<file path="src/hdl/dctt_pkg.sv">
// ----------------------------------------------------------------------------
// Delayed call timer table package
// Field widths, codes and the control word shared by the timer table modules.
// ----------------------------------------------------------------------------
package dctt_pkg;

  localparam int unsigned ACTION_W  = 2;
  localparam int unsigned HANDLE_W  = 16;
  localparam int unsigned DELAY_W   = 16;
  localparam int unsigned S_TDATA_W = 40;
  localparam int unsigned M_TDATA_W = 16;

  typedef enum logic [ACTION_W-1:0] {
    ACT_ADD    = 2'd0,
    ACT_REMOVE = 2'd1,
    ACT_TICK   = 2'd2
  } action_e;

  typedef enum logic {
    KIND_FIRED = 1'b0,
    KIND_FULL  = 1'b1
  } kind_e;

  typedef enum logic [1:0] {
    ST_IDLE,
    ST_SCAN,
    ST_FLUSH
  } state_e;

  typedef struct packed {
    logic pop;
    logic push;
  } chain_ctl_t;

endpackage

</file>
<file path="src/hdl/dctt_cell.sv">
// ----------------------------------------------------------------------------
// Timer table cell
// Holds one table entry; takes its neighbor's entry on a pop, or the new entry
// when it is the write position of a push.
// ----------------------------------------------------------------------------
module dctt_cell
  import dctt_pkg::*;
#(
  parameter int unsigned INDEX       = 0,
  parameter int unsigned IDX_W       = 6,
  parameter int unsigned HANDLE_BITS = 16
) (
  input  logic                   clk_i,
  input  chain_ctl_t             ctl_i,
  input  logic [IDX_W-1:0]       wr_idx_i,
  input  logic [HANDLE_BITS-1:0] push_handle_i,
  input  logic [DELAY_W-1:0]     push_count_i,
  input  logic [HANDLE_BITS-1:0] nbr_handle_i,
  input  logic [DELAY_W-1:0]     nbr_count_i,
  output logic [HANDLE_BITS-1:0] handle_o,
  output logic [DELAY_W-1:0]     count_o
);

  logic [HANDLE_BITS-1:0] handle_q, handle_d;
  logic [DELAY_W-1:0]     count_q, count_d;
  logic                   wr_here;

  assign wr_here = ctl_i.push && (wr_idx_i == IDX_W'(INDEX));

  always_comb begin
    handle_d = handle_q;
    count_d  = count_q;
    if (wr_here) begin
      handle_d = push_handle_i;
      count_d  = push_count_i;
    end else if (ctl_i.pop) begin
      handle_d = nbr_handle_i;
      count_d  = nbr_count_i;
    end
  end

  always_ff @(posedge clk_i) begin
    handle_q <= handle_d;
    count_q  <= count_d;
  end

  assign handle_o = handle_q;
  assign count_o  = count_q;

endmodule

</file>
<file path="src/hdl/dctt_ctrl.sv">
// ----------------------------------------------------------------------------
// Timer table controller
// Walks the chain through its head cell once per scanning command, writes
// kept entries back at the tail, emits fired or refused handles in order.
// ----------------------------------------------------------------------------
module dctt_ctrl
  import dctt_pkg::*;
#(
  parameter int unsigned TABLE_DEPTH = 64,
  parameter int unsigned HANDLE_BITS = 16,
  parameter int unsigned IDX_W       = 6,
  parameter int unsigned CNT_W       = 7
) (
  input  logic                   clk_i,
  input  logic                   rst_ni,
  input  logic                   s_valid_i,
  output logic                   s_ready_o,
  input  logic [ACTION_W-1:0]    action_i,
  input  logic [HANDLE_W-1:0]    handle_i,
  input  logic [DELAY_W-1:0]     delay_i,
  input  logic [HANDLE_BITS-1:0] hd_handle_i,
  input  logic [DELAY_W-1:0]     hd_count_i,
  output chain_ctl_t             ctl_o,
  output logic [IDX_W-1:0]       wr_idx_o,
  output logic [HANDLE_BITS-1:0] push_handle_o,
  output logic [DELAY_W-1:0]     push_count_o,
  output logic                   m_valid_o,
  input  logic                   m_ready_i,
  output logic                   m_kind_o,
  output logic [HANDLE_W-1:0]    m_handle_o,
  output logic                   m_last_o
);

  state_e                 state_q, state_d;
  action_e                act_q, act_d, in_act;
  logic [HANDLE_BITS-1:0] h_q, h_d, h_in;
  logic [DELAY_W-1:0]     dly_q, dly_d;
  logic [CNT_W-1:0]       cnt_q, cnt_d, rem_q, rem_d;
  logic                   found_q, found_d;
  logic                   pend_v_q, pend_v_d;
  kind_e                  pend_kind_q, pend_kind_d;
  logic [HANDLE_BITS-1:0] pend_h_q, pend_h_d;
  logic                   out_v_q, out_v_d;
  kind_e                  out_kind_q, out_kind_d;
  logic [HANDLE_BITS-1:0] out_h_q, out_h_d;
  logic                   out_last_q, out_last_d;
  logic                   s_fire, out_free, in_scan, in_now, match;
  logic [DELAY_W-1:0]     dec;

  assign in_act   = action_e'(action_i);
  assign h_in     = HANDLE_BITS'(handle_i);
  assign s_ready_o = (state_q == ST_IDLE);
  assign s_fire   = s_valid_i && s_ready_o;
  assign out_free = !out_v_q || m_ready_i;
  assign in_now   = (in_act == ACT_ADD) && (h_in != '0) && (delay_i == '0);
  assign in_scan  = ((in_act == ACT_ADD) && (h_in != '0) && (delay_i != '0)) ||
                    ((in_act == ACT_REMOVE) && (h_in != '0)) ||
                    (in_act == ACT_TICK);
  assign match    = (hd_handle_i == h_q);
  assign dec      = hd_count_i - DELAY_W'(1);

  always_comb begin
    state_d = state_q;
    case (state_q)
      ST_IDLE: begin
        if (s_fire && in_scan) begin
          state_d = ST_SCAN;
        end else if (s_fire && in_now) begin
          state_d = ST_FLUSH;
        end
      end
      ST_SCAN: begin
        if (rem_q == '0) begin
          state_d = ST_FLUSH;
        end
      end
      ST_FLUSH: begin
        if (!pend_v_q || out_free) begin
          state_d = ST_IDLE;
        end
      end
      default: state_d = ST_IDLE;
    endcase
  end

  always_comb begin
    act_d         = act_q;
    h_d           = h_q;
    dly_d         = dly_q;
    rem_d         = rem_q;
    found_d       = found_q;
    pend_v_d      = pend_v_q;
    pend_kind_d   = pend_kind_q;
    pend_h_d      = pend_h_q;
    ctl_o         = '0;
    push_handle_o = hd_handle_i;
    push_count_o  = hd_count_i;
    out_v_d       = out_v_q && !m_ready_i;
    out_kind_d    = out_kind_q;
    out_h_d       = out_h_q;
    out_last_d    = out_last_q;
    case (state_q)
      ST_IDLE: begin
        if (s_fire) begin
          act_d   = in_act;
          h_d     = h_in;
          dly_d   = delay_i;
          rem_d   = cnt_q;
          found_d = 1'b0;
          if (in_now) begin
            pend_v_d    = 1'b1;
            pend_kind_d = KIND_FIRED;
            pend_h_d    = h_in;
          end
        end
      end
      ST_SCAN: begin
        if (rem_q != '0) begin
          if (out_free) begin
            ctl_o.pop = 1'b1;
            rem_d     = rem_q - CNT_W'(1);
            case (act_q)
              ACT_TICK: begin
                if (dec == '0) begin
                  if (pend_v_q) begin
                    out_v_d    = 1'b1;
                    out_kind_d = pend_kind_q;
                    out_h_d    = pend_h_q;
                    out_last_d = 1'b0;
                  end
                  pend_v_d    = 1'b1;
                  pend_kind_d = KIND_FIRED;
                  pend_h_d    = hd_handle_i;
                end else begin
                  ctl_o.push   = 1'b1;
                  push_count_o = dec;
                end
              end
              ACT_ADD: begin
                ctl_o.push = 1'b1;
                if (match) begin
                  push_count_o = dly_q;
                  found_d      = 1'b1;
                end
              end
              ACT_REMOVE: begin
                ctl_o.push = !match;
              end
              default: ctl_o = '0;
            endcase
          end
        end else if (act_q == ACT_ADD && !found_q) begin
          if (cnt_q < CNT_W'(TABLE_DEPTH)) begin
            ctl_o.push    = 1'b1;
            push_handle_o = h_q;
            push_count_o  = dly_q;
          end else begin
            pend_v_d    = 1'b1;
            pend_kind_d = KIND_FULL;
            pend_h_d    = h_q;
          end
        end
      end
      ST_FLUSH: begin
        if (pend_v_q && out_free) begin
          out_v_d    = 1'b1;
          out_kind_d = pend_kind_q;
          out_h_d    = pend_h_q;
          out_last_d = 1'b1;
          pend_v_d   = 1'b0;
        end
      end
      default: ctl_o = '0;
    endcase
  end

  always_comb begin
    cnt_d    = cnt_q + CNT_W'(ctl_o.push) - CNT_W'(ctl_o.pop);
    wr_idx_o = ctl_o.pop ? IDX_W'(cnt_q - CNT_W'(1)) : IDX_W'(cnt_q);
  end

  always_ff @(posedge clk_i or negedge rst_ni) begin
    if (!rst_ni) begin
      state_q  <= ST_IDLE;
      cnt_q    <= '0;
      pend_v_q <= 1'b0;
      out_v_q  <= 1'b0;
    end else begin
      state_q  <= state_d;
      cnt_q    <= cnt_d;
      pend_v_q <= pend_v_d;
      out_v_q  <= out_v_d;
    end
  end

  always_ff @(posedge clk_i) begin
    act_q       <= act_d;
    h_q         <= h_d;
    dly_q       <= dly_d;
    rem_q       <= rem_d;
    found_q     <= found_d;
    pend_kind_q <= pend_kind_d;
    pend_h_q    <= pend_h_d;
    out_kind_q  <= out_kind_d;
    out_h_q     <= out_h_d;
    out_last_q  <= out_last_d;
  end

  assign m_valid_o  = out_v_q;
  assign m_kind_o   = out_kind_q;
  assign m_handle_o = HANDLE_W'(out_h_q);
  assign m_last_o   = out_last_q;

`ifndef SYNTH
  a_cnt_bound: assert property (@(posedge clk_i) disable iff (!rst_ni)
    cnt_q <= CNT_W'(TABLE_DEPTH))
    else $error("Entry count exceeds the table depth.");

  a_push_room: assert property (@(posedge clk_i) disable iff (!rst_ni)
    (ctl_o.push && !ctl_o.pop) |-> (cnt_q < CNT_W'(TABLE_DEPTH)))
    else $error("Push into a full table.");

  a_idle_no_pend: assert property (@(posedge clk_i) disable iff (!rst_ni)
    (state_q == ST_IDLE) |-> !pend_v_q)
    else $error("Pending result left over while idle.");

  a_rem_bound: assert property (@(posedge clk_i) disable iff (!rst_ni)
    (state_q == ST_SCAN) |-> (rem_q <= cnt_q))
    else $error("Scan counter exceeds the entry count.");

  a_out_load: assert property (@(posedge clk_i) disable iff (!rst_ni)
    (out_v_q && !m_ready_i) |=> (out_v_q && $stable(out_h_q) && $stable(out_last_q)))
    else $error("Stalled result word was overwritten.");
`endif

endmodule

</file>
<file path="src/hdl/delayed_call_timer_table_unit.sv">
// ----------------------------------------------------------------------------
// Delayed call timer table unit
// Compacted table of pending (handle, countdown) timers built as a chain of
// entry cells, with add, remove and tick commands and in-order firing.
// ----------------------------------------------------------------------------
// The table is a row of TABLE_DEPTH cells that shifts one entry per cycle
// toward the head cell, unless the output word is held back by the consumer.
// A tick, a remove or an add with a nonzero delay looks at each stored entry
// in the head cell in table order and writes the kept ones back at the tail.
// Adds with handle zero, removes of handle zero and unknown actions are
// accepted and change nothing; an add with delay zero fires its handle
// without a walk of the table. A tick emits one word per fired entry in
// table order, the final one marked by tlast; tuser gives the kind (zero
// for a fired handle, one for an add refused because the table is full). No
// new word is accepted until the current command has finished its walk of
// the table.
module delayed_call_timer_table_unit
  import dctt_pkg::*;
#(
  parameter int unsigned TABLE_DEPTH = 64,
  parameter int unsigned HANDLE_BITS = 16
) (
  input  logic                 clk_i,
  input  logic                 rst_ni,
  input  logic                 s_axis_tvalid,
  output logic                 s_axis_tready,
  // action [1:0], handle [17:2], delay [33:18], zero fill [39:34]
  input  logic [S_TDATA_W-1:0] s_axis_tdata,
  output logic                 m_axis_tvalid,
  input  logic                 m_axis_tready,
  // fired_handle [15:0]
  output logic [M_TDATA_W-1:0] m_axis_tdata,
  // kind [0]
  output logic                 m_axis_tuser,
  output logic                 m_axis_tlast
);

  localparam int unsigned IDX_W = $clog2(TABLE_DEPTH);
  localparam int unsigned CNT_W = $clog2(TABLE_DEPTH + 1);

  chain_ctl_t             ctl;
  logic [IDX_W-1:0]       wr_idx;
  logic [HANDLE_BITS-1:0] push_handle;
  logic [DELAY_W-1:0]     push_count;
  logic [HANDLE_BITS-1:0] cell_handle [TABLE_DEPTH];
  logic [DELAY_W-1:0]     cell_count  [TABLE_DEPTH];
  logic [HANDLE_W-1:0]    out_handle;

  for (genvar i = 0; i < TABLE_DEPTH; i++) begin : g_cell
    logic [HANDLE_BITS-1:0] nbr_handle;
    logic [DELAY_W-1:0]     nbr_count;

    if (i + 1 < TABLE_DEPTH) begin : g_mid
      assign nbr_handle = cell_handle[i+1];
      assign nbr_count  = cell_count[i+1];
    end else begin : g_end
      assign nbr_handle = '0;
      assign nbr_count  = '0;
    end

    dctt_cell #(
      .INDEX       (i),
      .IDX_W       (IDX_W),
      .HANDLE_BITS (HANDLE_BITS)
    ) u_cell (
      .clk_i         (clk_i),
      .ctl_i         (ctl),
      .wr_idx_i      (wr_idx),
      .push_handle_i (push_handle),
      .push_count_i  (push_count),
      .nbr_handle_i  (nbr_handle),
      .nbr_count_i   (nbr_count),
      .handle_o      (cell_handle[i]),
      .count_o       (cell_count[i])
    );
  end

  dctt_ctrl #(
    .TABLE_DEPTH (TABLE_DEPTH),
    .HANDLE_BITS (HANDLE_BITS),
    .IDX_W       (IDX_W),
    .CNT_W       (CNT_W)
  ) u_ctrl (
    .clk_i         (clk_i),
    .rst_ni        (rst_ni),
    .s_valid_i     (s_axis_tvalid),
    .s_ready_o     (s_axis_tready),
    .action_i      (s_axis_tdata[1:0]),
    .handle_i      (s_axis_tdata[17:2]),
    .delay_i       (s_axis_tdata[33:18]),
    .hd_handle_i   (cell_handle[0]),
    .hd_count_i    (cell_count[0]),
    .ctl_o         (ctl),
    .wr_idx_o      (wr_idx),
    .push_handle_o (push_handle),
    .push_count_o  (push_count),
    .m_valid_o     (m_axis_tvalid),
    .m_ready_i     (m_axis_tready),
    .m_kind_o      (m_axis_tuser),
    .m_handle_o    (out_handle),
    .m_last_o      (m_axis_tlast)
  );

  assign m_axis_tdata = M_TDATA_W'(out_handle);

endmodule

</file>
<file path="config.mk">
export PLATFORM = sky130hd
export DESIGN_NAME = delayed_call_timer_table_unit
export DESIGN_NICKNAME = d
export VERILOG_FILES = /design/src/hdl/dctt_pkg.sv /design/src/hdl/dctt_cell.sv /design/src/hdl/dctt_ctrl.sv /design/src/hdl/delayed_call_timer_table_unit.sv
export SDC_FILE = /design/constraint.sdc
export NUM_CORES = 2
export LEC_CHECK = 0
export BUFFER_PORTS_ARGS = -buffer_cell sky130_fd_sc_hd__buf_2
export CAP_MARGIN = 20
export CORE_ASPECT_RATIO = 0.5
export CORE_MARGIN = 4
export CORE_UTILIZATION = 50
export CTS_BUF_LIST = sky130_fd_sc_hd__clkbuf_8 sky130_fd_sc_hd__clkbuf_16
export DETAILED_ROUTE_END_ITERATION = 8
export GPL_TIMING_DRIVEN = 0
export PLACE_DENSITY = 0.74
export SLEW_MARGIN = 20
export SYNTH_ARGS = -nofsm -noshare
export SYNTH_HDL_FRONTEND = slang
export SYNTH_HIERARCHICAL = 1
export SYNTH_SLANG_ARGS = --single-unit
</file>
<file path="constraint.sdc">
create_clock -name clk_i -period 10 [get_ports clk_i]
set_input_delay 0 -clock clk_i [delete_from_list [all_inputs] [get_ports clk_i]]
set_output_delay 0 -clock clk_i [all_outputs]
set_load 0.03 [all_outputs]
</file>
**Yosys cells after proc, flatten, opt, wreduce, memory -nomap -nowiden**

Index checks and enable logic that the tools add are counted.

- Register bits after elaboration: 2136
- Bits of input ports: 44
- Output and inout port bits: 20
- Word-level logic and storage cells: 750

- $add $sub $neg: 5
- $lt $le $gt $ge: 1
- Eq/ne operators: 88
- Multiplexer cells: 346
- Reduce and logical (&&, ||, !) cells: 168

Operators by type and width:

| cell | number |
|---|---|
| two-way mux 16 bit | 280 |
| == test 6 bit, second input constant | 32 |
| nonzero test 2 bit | 66 |
| == test 6 x 5 -> 1 bit, second input constant | 16 |
| case mux 16 bit (2 select lines) | 3 |
| logical AND 1 bit | 74 |
| == test 6 x 4 -> 1 bit, second input constant | 8 |
| two-way mux 1 bit | 44 |
| logical NOT 16 bit | 2 |
| nonzero test 16 bit | 2 |
| == test 6 x 3 -> 1 bit, second input constant | 4 |
| two-way mux 7 bit | 3 |
| != test 2 x 1 -> 1 bit, second input constant | 9 |
| == test 16 bit | 1 |
| subtractor 16 x 1 -> 16 bit, second input constant | 1 |
| case mux 7 bit (2 select lines) | 1 |
| == test 6 x 2 -> 1 bit, second input constant | 2 |
| two-way mux 2 bit | 6 |
| case mux 1 bit (2 select lines) | 5 |
| != test 3 bit, second input constant | 3 |
| AND reduction 9 bit | 1 |
| AND reduction 8 bit | 1 |
| adder 7 x 1 -> 7 bit | 1 |
| logical NOT 7 bit | 1 |
| 25 further kinds | 42 |

**Logic depth before layout (Yosys ltp)**

- Depth after elaboration: 11
- Depth in mapped cells: 18
- Depth with buffers taken out: 16

**Cells and area by module**

Netlist, hierarchy kept.

By module, submodules not included:

| module | times used | cells an instance | area an instance (µm²) | seq. area each (µm²) |
|---|---|---|---|---|
| dctt_cell at g_cell[16].u_cell ... | 14 | 70 | 1506.4 | 960.9 |
| dctt_cell at g_cell[17].u_cell ... | 8 | 70 | 1517.7 | 960.9 |
| dctt_cell at g_cell[23].u_cell ... | 8 | 71 | 1405.1 | 960.9 |
| dctt_cell at g_cell[48].u_cell ... | 5 | 70 | 1503.9 | 960.9 |
| dctt_cell at g_cell[55].u_cell ... | 4 | 71 | 1557.7 | 960.9 |
| dctt_cell at g_cell[1].u_cell ... | 4 | 71 | 1515.2 | 960.9 |
| dctt_cell at g_cell[49].u_cell ... | 4 | 70 | 1515.2 | 960.9 |
| dctt_cell at g_cell[10].u_cell ... | 4 | 71 | 1503.9 | 960.9 |
| dctt_cell at g_cell[11].u_cell ... | 4 | 71 | 1501.4 | 960.9 |
| dctt_ctrl | 1 | 598 | 5592.9 | 2587.5 |
| dctt_cell at g_cell[12].u_cell ... | 2 | 71 | 1507.7 | 960.9 |
| dctt_cell at g_cell[51].u_cell ... | 2 | 72 | 1501.4 | 960.9 |
| dctt_cell at g_cell[31].u_cell ... | 2 | 71 | 1393.8 | 960.9 |
| dctt_cell at g_cell[0].u_cell | 1 | 71 | 1496.4 | 960.9 |
| 3 more rows | -- | -- | -- | -- |

**Least setup slack after synthesis**

Ideal clock, no wire load.

- Path type: reg-to-reg
- Start point: register u_ctrl.rem_q[0]
- End point: register g_cell[51].u_cell.count_q[0] (enable)
- Library setup time: 394 ps
- Arrival time: 10657 ps
- Required time: 9606 ps
- Setup slack: -1051 ps
- Stages on the path, launching flop included: 16
- Buffers on the path: 4
- Period minus slack after synthesis: 11051 ps
- Path through: edfxtp_1 > inv_1 > ha_1 > or3b_1 > clkbuf_1 > or3_1 > clkbuf_1 > nand3_1 > a21oi_1 > nand4_1 > xnor2_1 > nand3_1 > or4_4 > buf_6 > buf_6 > nand2b_1

RTL lines:

| what | RTL line | source |
|---|---|---|
| start, declared | dctt_ctrl.sv:38 | `logic [CNT_W-1:0] cnt_q, cnt_d, rem_q, rem_d;` |
| start signal, assigned | dctt_ctrl.sv:200 | `rem_q <= rem_d;` |
| end signal, assigned | dctt_cell.sv:44 | `count_q <= count_d;` |
| end, declared | dctt_cell.sv:25 | `logic [DELAY_W-1:0] count_q, count_d;` |

==> flow_summary.toml <==
[power]
p_leak_uw = 0.0453
clkPwrFrac = 0.259
internal_power_uw = 19800
switchingPower_uw = 8150
power_frac_comb = 0.272
seqPwrFrac = 0.468
powerDensity_mw_per_mm2 = 242
vdd_drop_max_mv = 0.194
p_sw_frac = 0.292

[timing]
finalCritPeriodShare = 0.576
timing.final.max_slew_violations = 0
period_needed_ps = 5760
finalSetupViolations = 0
worstMarginPinSlew_ps = 1070
setup_ws_ps = 4240
rsz0062_at_grt = "no"
fin_skew_ps = 52.7
max_slew_margin = 0.281
clock.fmax_mhz = 174
tns_ps = 0
hold_viol = 0

[synthesis]
yosys_warnings = 6
synthSimpleGateAreaFrac = 0.0408
synth-main-ff-cell = "edfxtp_1"
synthMuxAreaShare = 0.285
ys_seq_area_frac = 0.634
synthTopCellsByArea = "edfxtp_1 63%, mux2_4 22%, mux2_2 5.5%"
synth_compound_area_frac = 0.00913
syn_area_per_cell_um2 = 19.8
yosys.area.top_type = "edfxtp_1"
synth_seq_cells = 2136
synth_top_family_by_area = "multiplexers"
synth_top_area_share = 0.632
synth.distinct_cells = 82
synthArstFlopShare = 0.00515
synth_area_mm2 = 0.101
synth_xor_area_frac = 0.00295
synth_edf_count = 2125
synth_cells = 5113
synthAdderAreaFrac = 0.00255

[route]
drt_iter0_drc = 4603
drc_errors = 0
ant_nets = 0
wl_um = 217000
post_drt_wl_per_cell_um = 25.6
viasPerCell = 5.73
vias = 48505
first_pass_iters = 6

[setup_path]
critPathKind = "reg2reg"
path_max_fanout = 36
cp_slowest_cell = "or2_2"
crit_chain = "inv_1 > ha_1 > or3b_1 > clkbuf_1 > or3_1 > clkbuf_1 > nand3_1 > a21oi_4 > buf_16 > ha_1 > inv_6 > buf_16 > nand4_1 > nor4b_4 > buf_6 > or2_2"
cpPeakStageDelay_ps = 580
cpLargestDelayFamily = "simple AND/OR/NAND/NOR gates"
crit_required_ps = 10430
startpoint = "u_ctrl/rem_q[0]"
cp-start-kind = "register"
crit_path_end_kind = "register"
arrival_ps = 6200
timing.rr.start = "u_ctrl/rem_q[0]"
path_buf_inv = 7

[placed_design]
dp_slack_ps = 4330
io_buffers = 57
place.gp.congestion = 0.814
dpl.hpwl_um = 146000

[finish]
fillers = 14271
synthToLayoutAreaGrowth_pct = 14.0
multi_input_area_mm2 = 0.0351
final_cell_mix = "2125 x edfxtp_1, 1508 x mux2_4, 495 x mux2_2"
fin_nets = 5669
final_common_cell = "edfxtp_1"
register_area_mm2 = 0.0641
drive_gt1_frac = 0.501

[clock_tree]
cts_buffers = 196
clkTransAtPathRegs_ps = 70
ctsHoldBuffers = 73
clock_sinks = 2136
root_buffer = "clkbuf_16"
cts_resized = 0
clk_path_buf_depth = 4
insertion_delay_ps = 840
htree_levels = 4
postCtsSetupRepairBufs = 0
cts_tree = "yes"

[global_routing]
grt.total_usage = 0.201
grt_pass1_wl_um = 324000
grt_pass1_vias = 49730
grt.overflow.total = 0
antenna_found_initial = 2
grt_max_degree = 46

[run_status]
status = "finished clean"

[die]
die_x_um = 644
core_area_mm2 = 0.200
num_rows = 116
start_util = 0.504
die_area_mm2 = 0.210
fp.dieH_um = 326
io_pins = 64

[job]
cap_violations = 0

[min_path]
min_from = "s_axis_tdata[12]"
hp-class = "in2reg"
## power by group through the flow
stage                     sequential, uW  combinational, uW  clock [uW]
after floorplan                    13000               4330           0
after CTS                          13100               7550        7380
final                              13100               7600        7240
after global routing               13200               7940        7770
after detailed placement           13200               7460           0
after global placement             13200               6200           0
## routing by layer
| metal | vias up | GRT usage | wire, um |
|---|---|---|---|
| li1 | 21212 | - | - |
| met4 | 0 | 0.0448 | 4310 |
| met1 | 25084 | 0.297 | 99100 |
| met2 | 1866 | 0.310 | 97000 |
| met5 | - | 0 | 0 |
| met3 | 343 | 0.0382 | 16300 |
## state kept, by name, indices dropped and copies added, names as in the netlist
| register | count |
|---|---|
| u_ctrl/dly_q | 16 |
| u_ctrl/pend_h_q | 16 |
| g_cell.u_cell/handle_o | 1024 |
| u_ctrl/m_handle_o | 16 |
| u_ctrl/act_q | 2 |
| u_ctrl/m_last_o | 1 |
| g_cell.u_cell/count_o | 1024 |
| u_ctrl/m_valid_o | 1 |
| u_ctrl/pend_kind_q | 1 |
| u_ctrl/state_q | 2 |
| u_ctrl/m_kind_o | 1 |
| u_ctrl/rem_q | 7 |
| u_ctrl/cnt_q | 7 |
| u_ctrl/h_q | 16 |
| u_ctrl/pend_v_q | 1 |
| u_ctrl/found_q | 1 |
## worst paths after layout
path	end	slack, ps	cells after the start
setup / recovery	g_cell[15].u_cell/count_o[10]	4240	16
hold / removal	u_ctrl/pend_h_q[10]	170	4
setup reg to reg	g_cell[15].u_cell/count_o[10]	4240	16
hold reg to reg	u_ctrl/m_handle_o[0]	430	0
max in group asynchronous	u_ctrl/cnt_q[3]	9190	3
min in group asynchronous	u_ctrl/cnt_q[1]	360	3
## through the flow
stage          instance area (um2)  hold slack (ps)  utilization  instances  power, uW
3_5_place_dp                108000            -84.7        0.541       8048      20700
5_1_grt                     115000              153        0.575       8470      28900
6_report                    115000              172        0.575       8470      27900
2_1_floorplan               101000             -296            -       5144      17300
3_3_place_gp                105000            -91.7        0.523       7915      19400
4_1_cts                     115000              114        0.575       8469      28000
## kinds of logic after synthesis
group / after synthesis
flip-flops: 2136
multiplexers: 2060
AND/OR/NAND/NOR: 473
buffers and inverters: 252
AO/OA/AOI/OAI: 137
XOR/XNOR: 34
adder cells (fa/ha/maj): 20
other: 1
## cell type report
cell class	instances	share of cell area
antenna	1	0.0000217
buffer	229	0.0210
clock buffer	201	0.0435
clock inverter	147	0.00962
inverter	23	0.000793
multi-input combinational	2756	0.304
sequential	2136	0.556
tap	2714	0.0295
timing repair buffer	263	0.0350
## cells in the mapped netlist (14+ instances only)
master / number
a21oi_1: 27
a31oi_1: 22
and4bb_2: 20
buf_6: 182
clkbuf_1: 32
edfxtp_1: 2125
ha_1: 19
inv_1: 22
mux2_1: 48
mux2_2: 495
mux2_4: 1508
nand2_1: 120
nand2b_1: 51
nand3_1: 22
nand3_4: 16
nand4b_4: 34
nor2_1: 60
nor3_1: 14
nor4_1: 14
nor4b_4: 17
o21ai_0: 17
or2_2: 19
xnor2_1: 30
## tightest hold or removal path: stages
cell           delay [ps]
dlygate4sd3_1         530
buf_2                 140
nor2_1                 50
a31oi_1               120
Power figures use the tool's default switching activity.
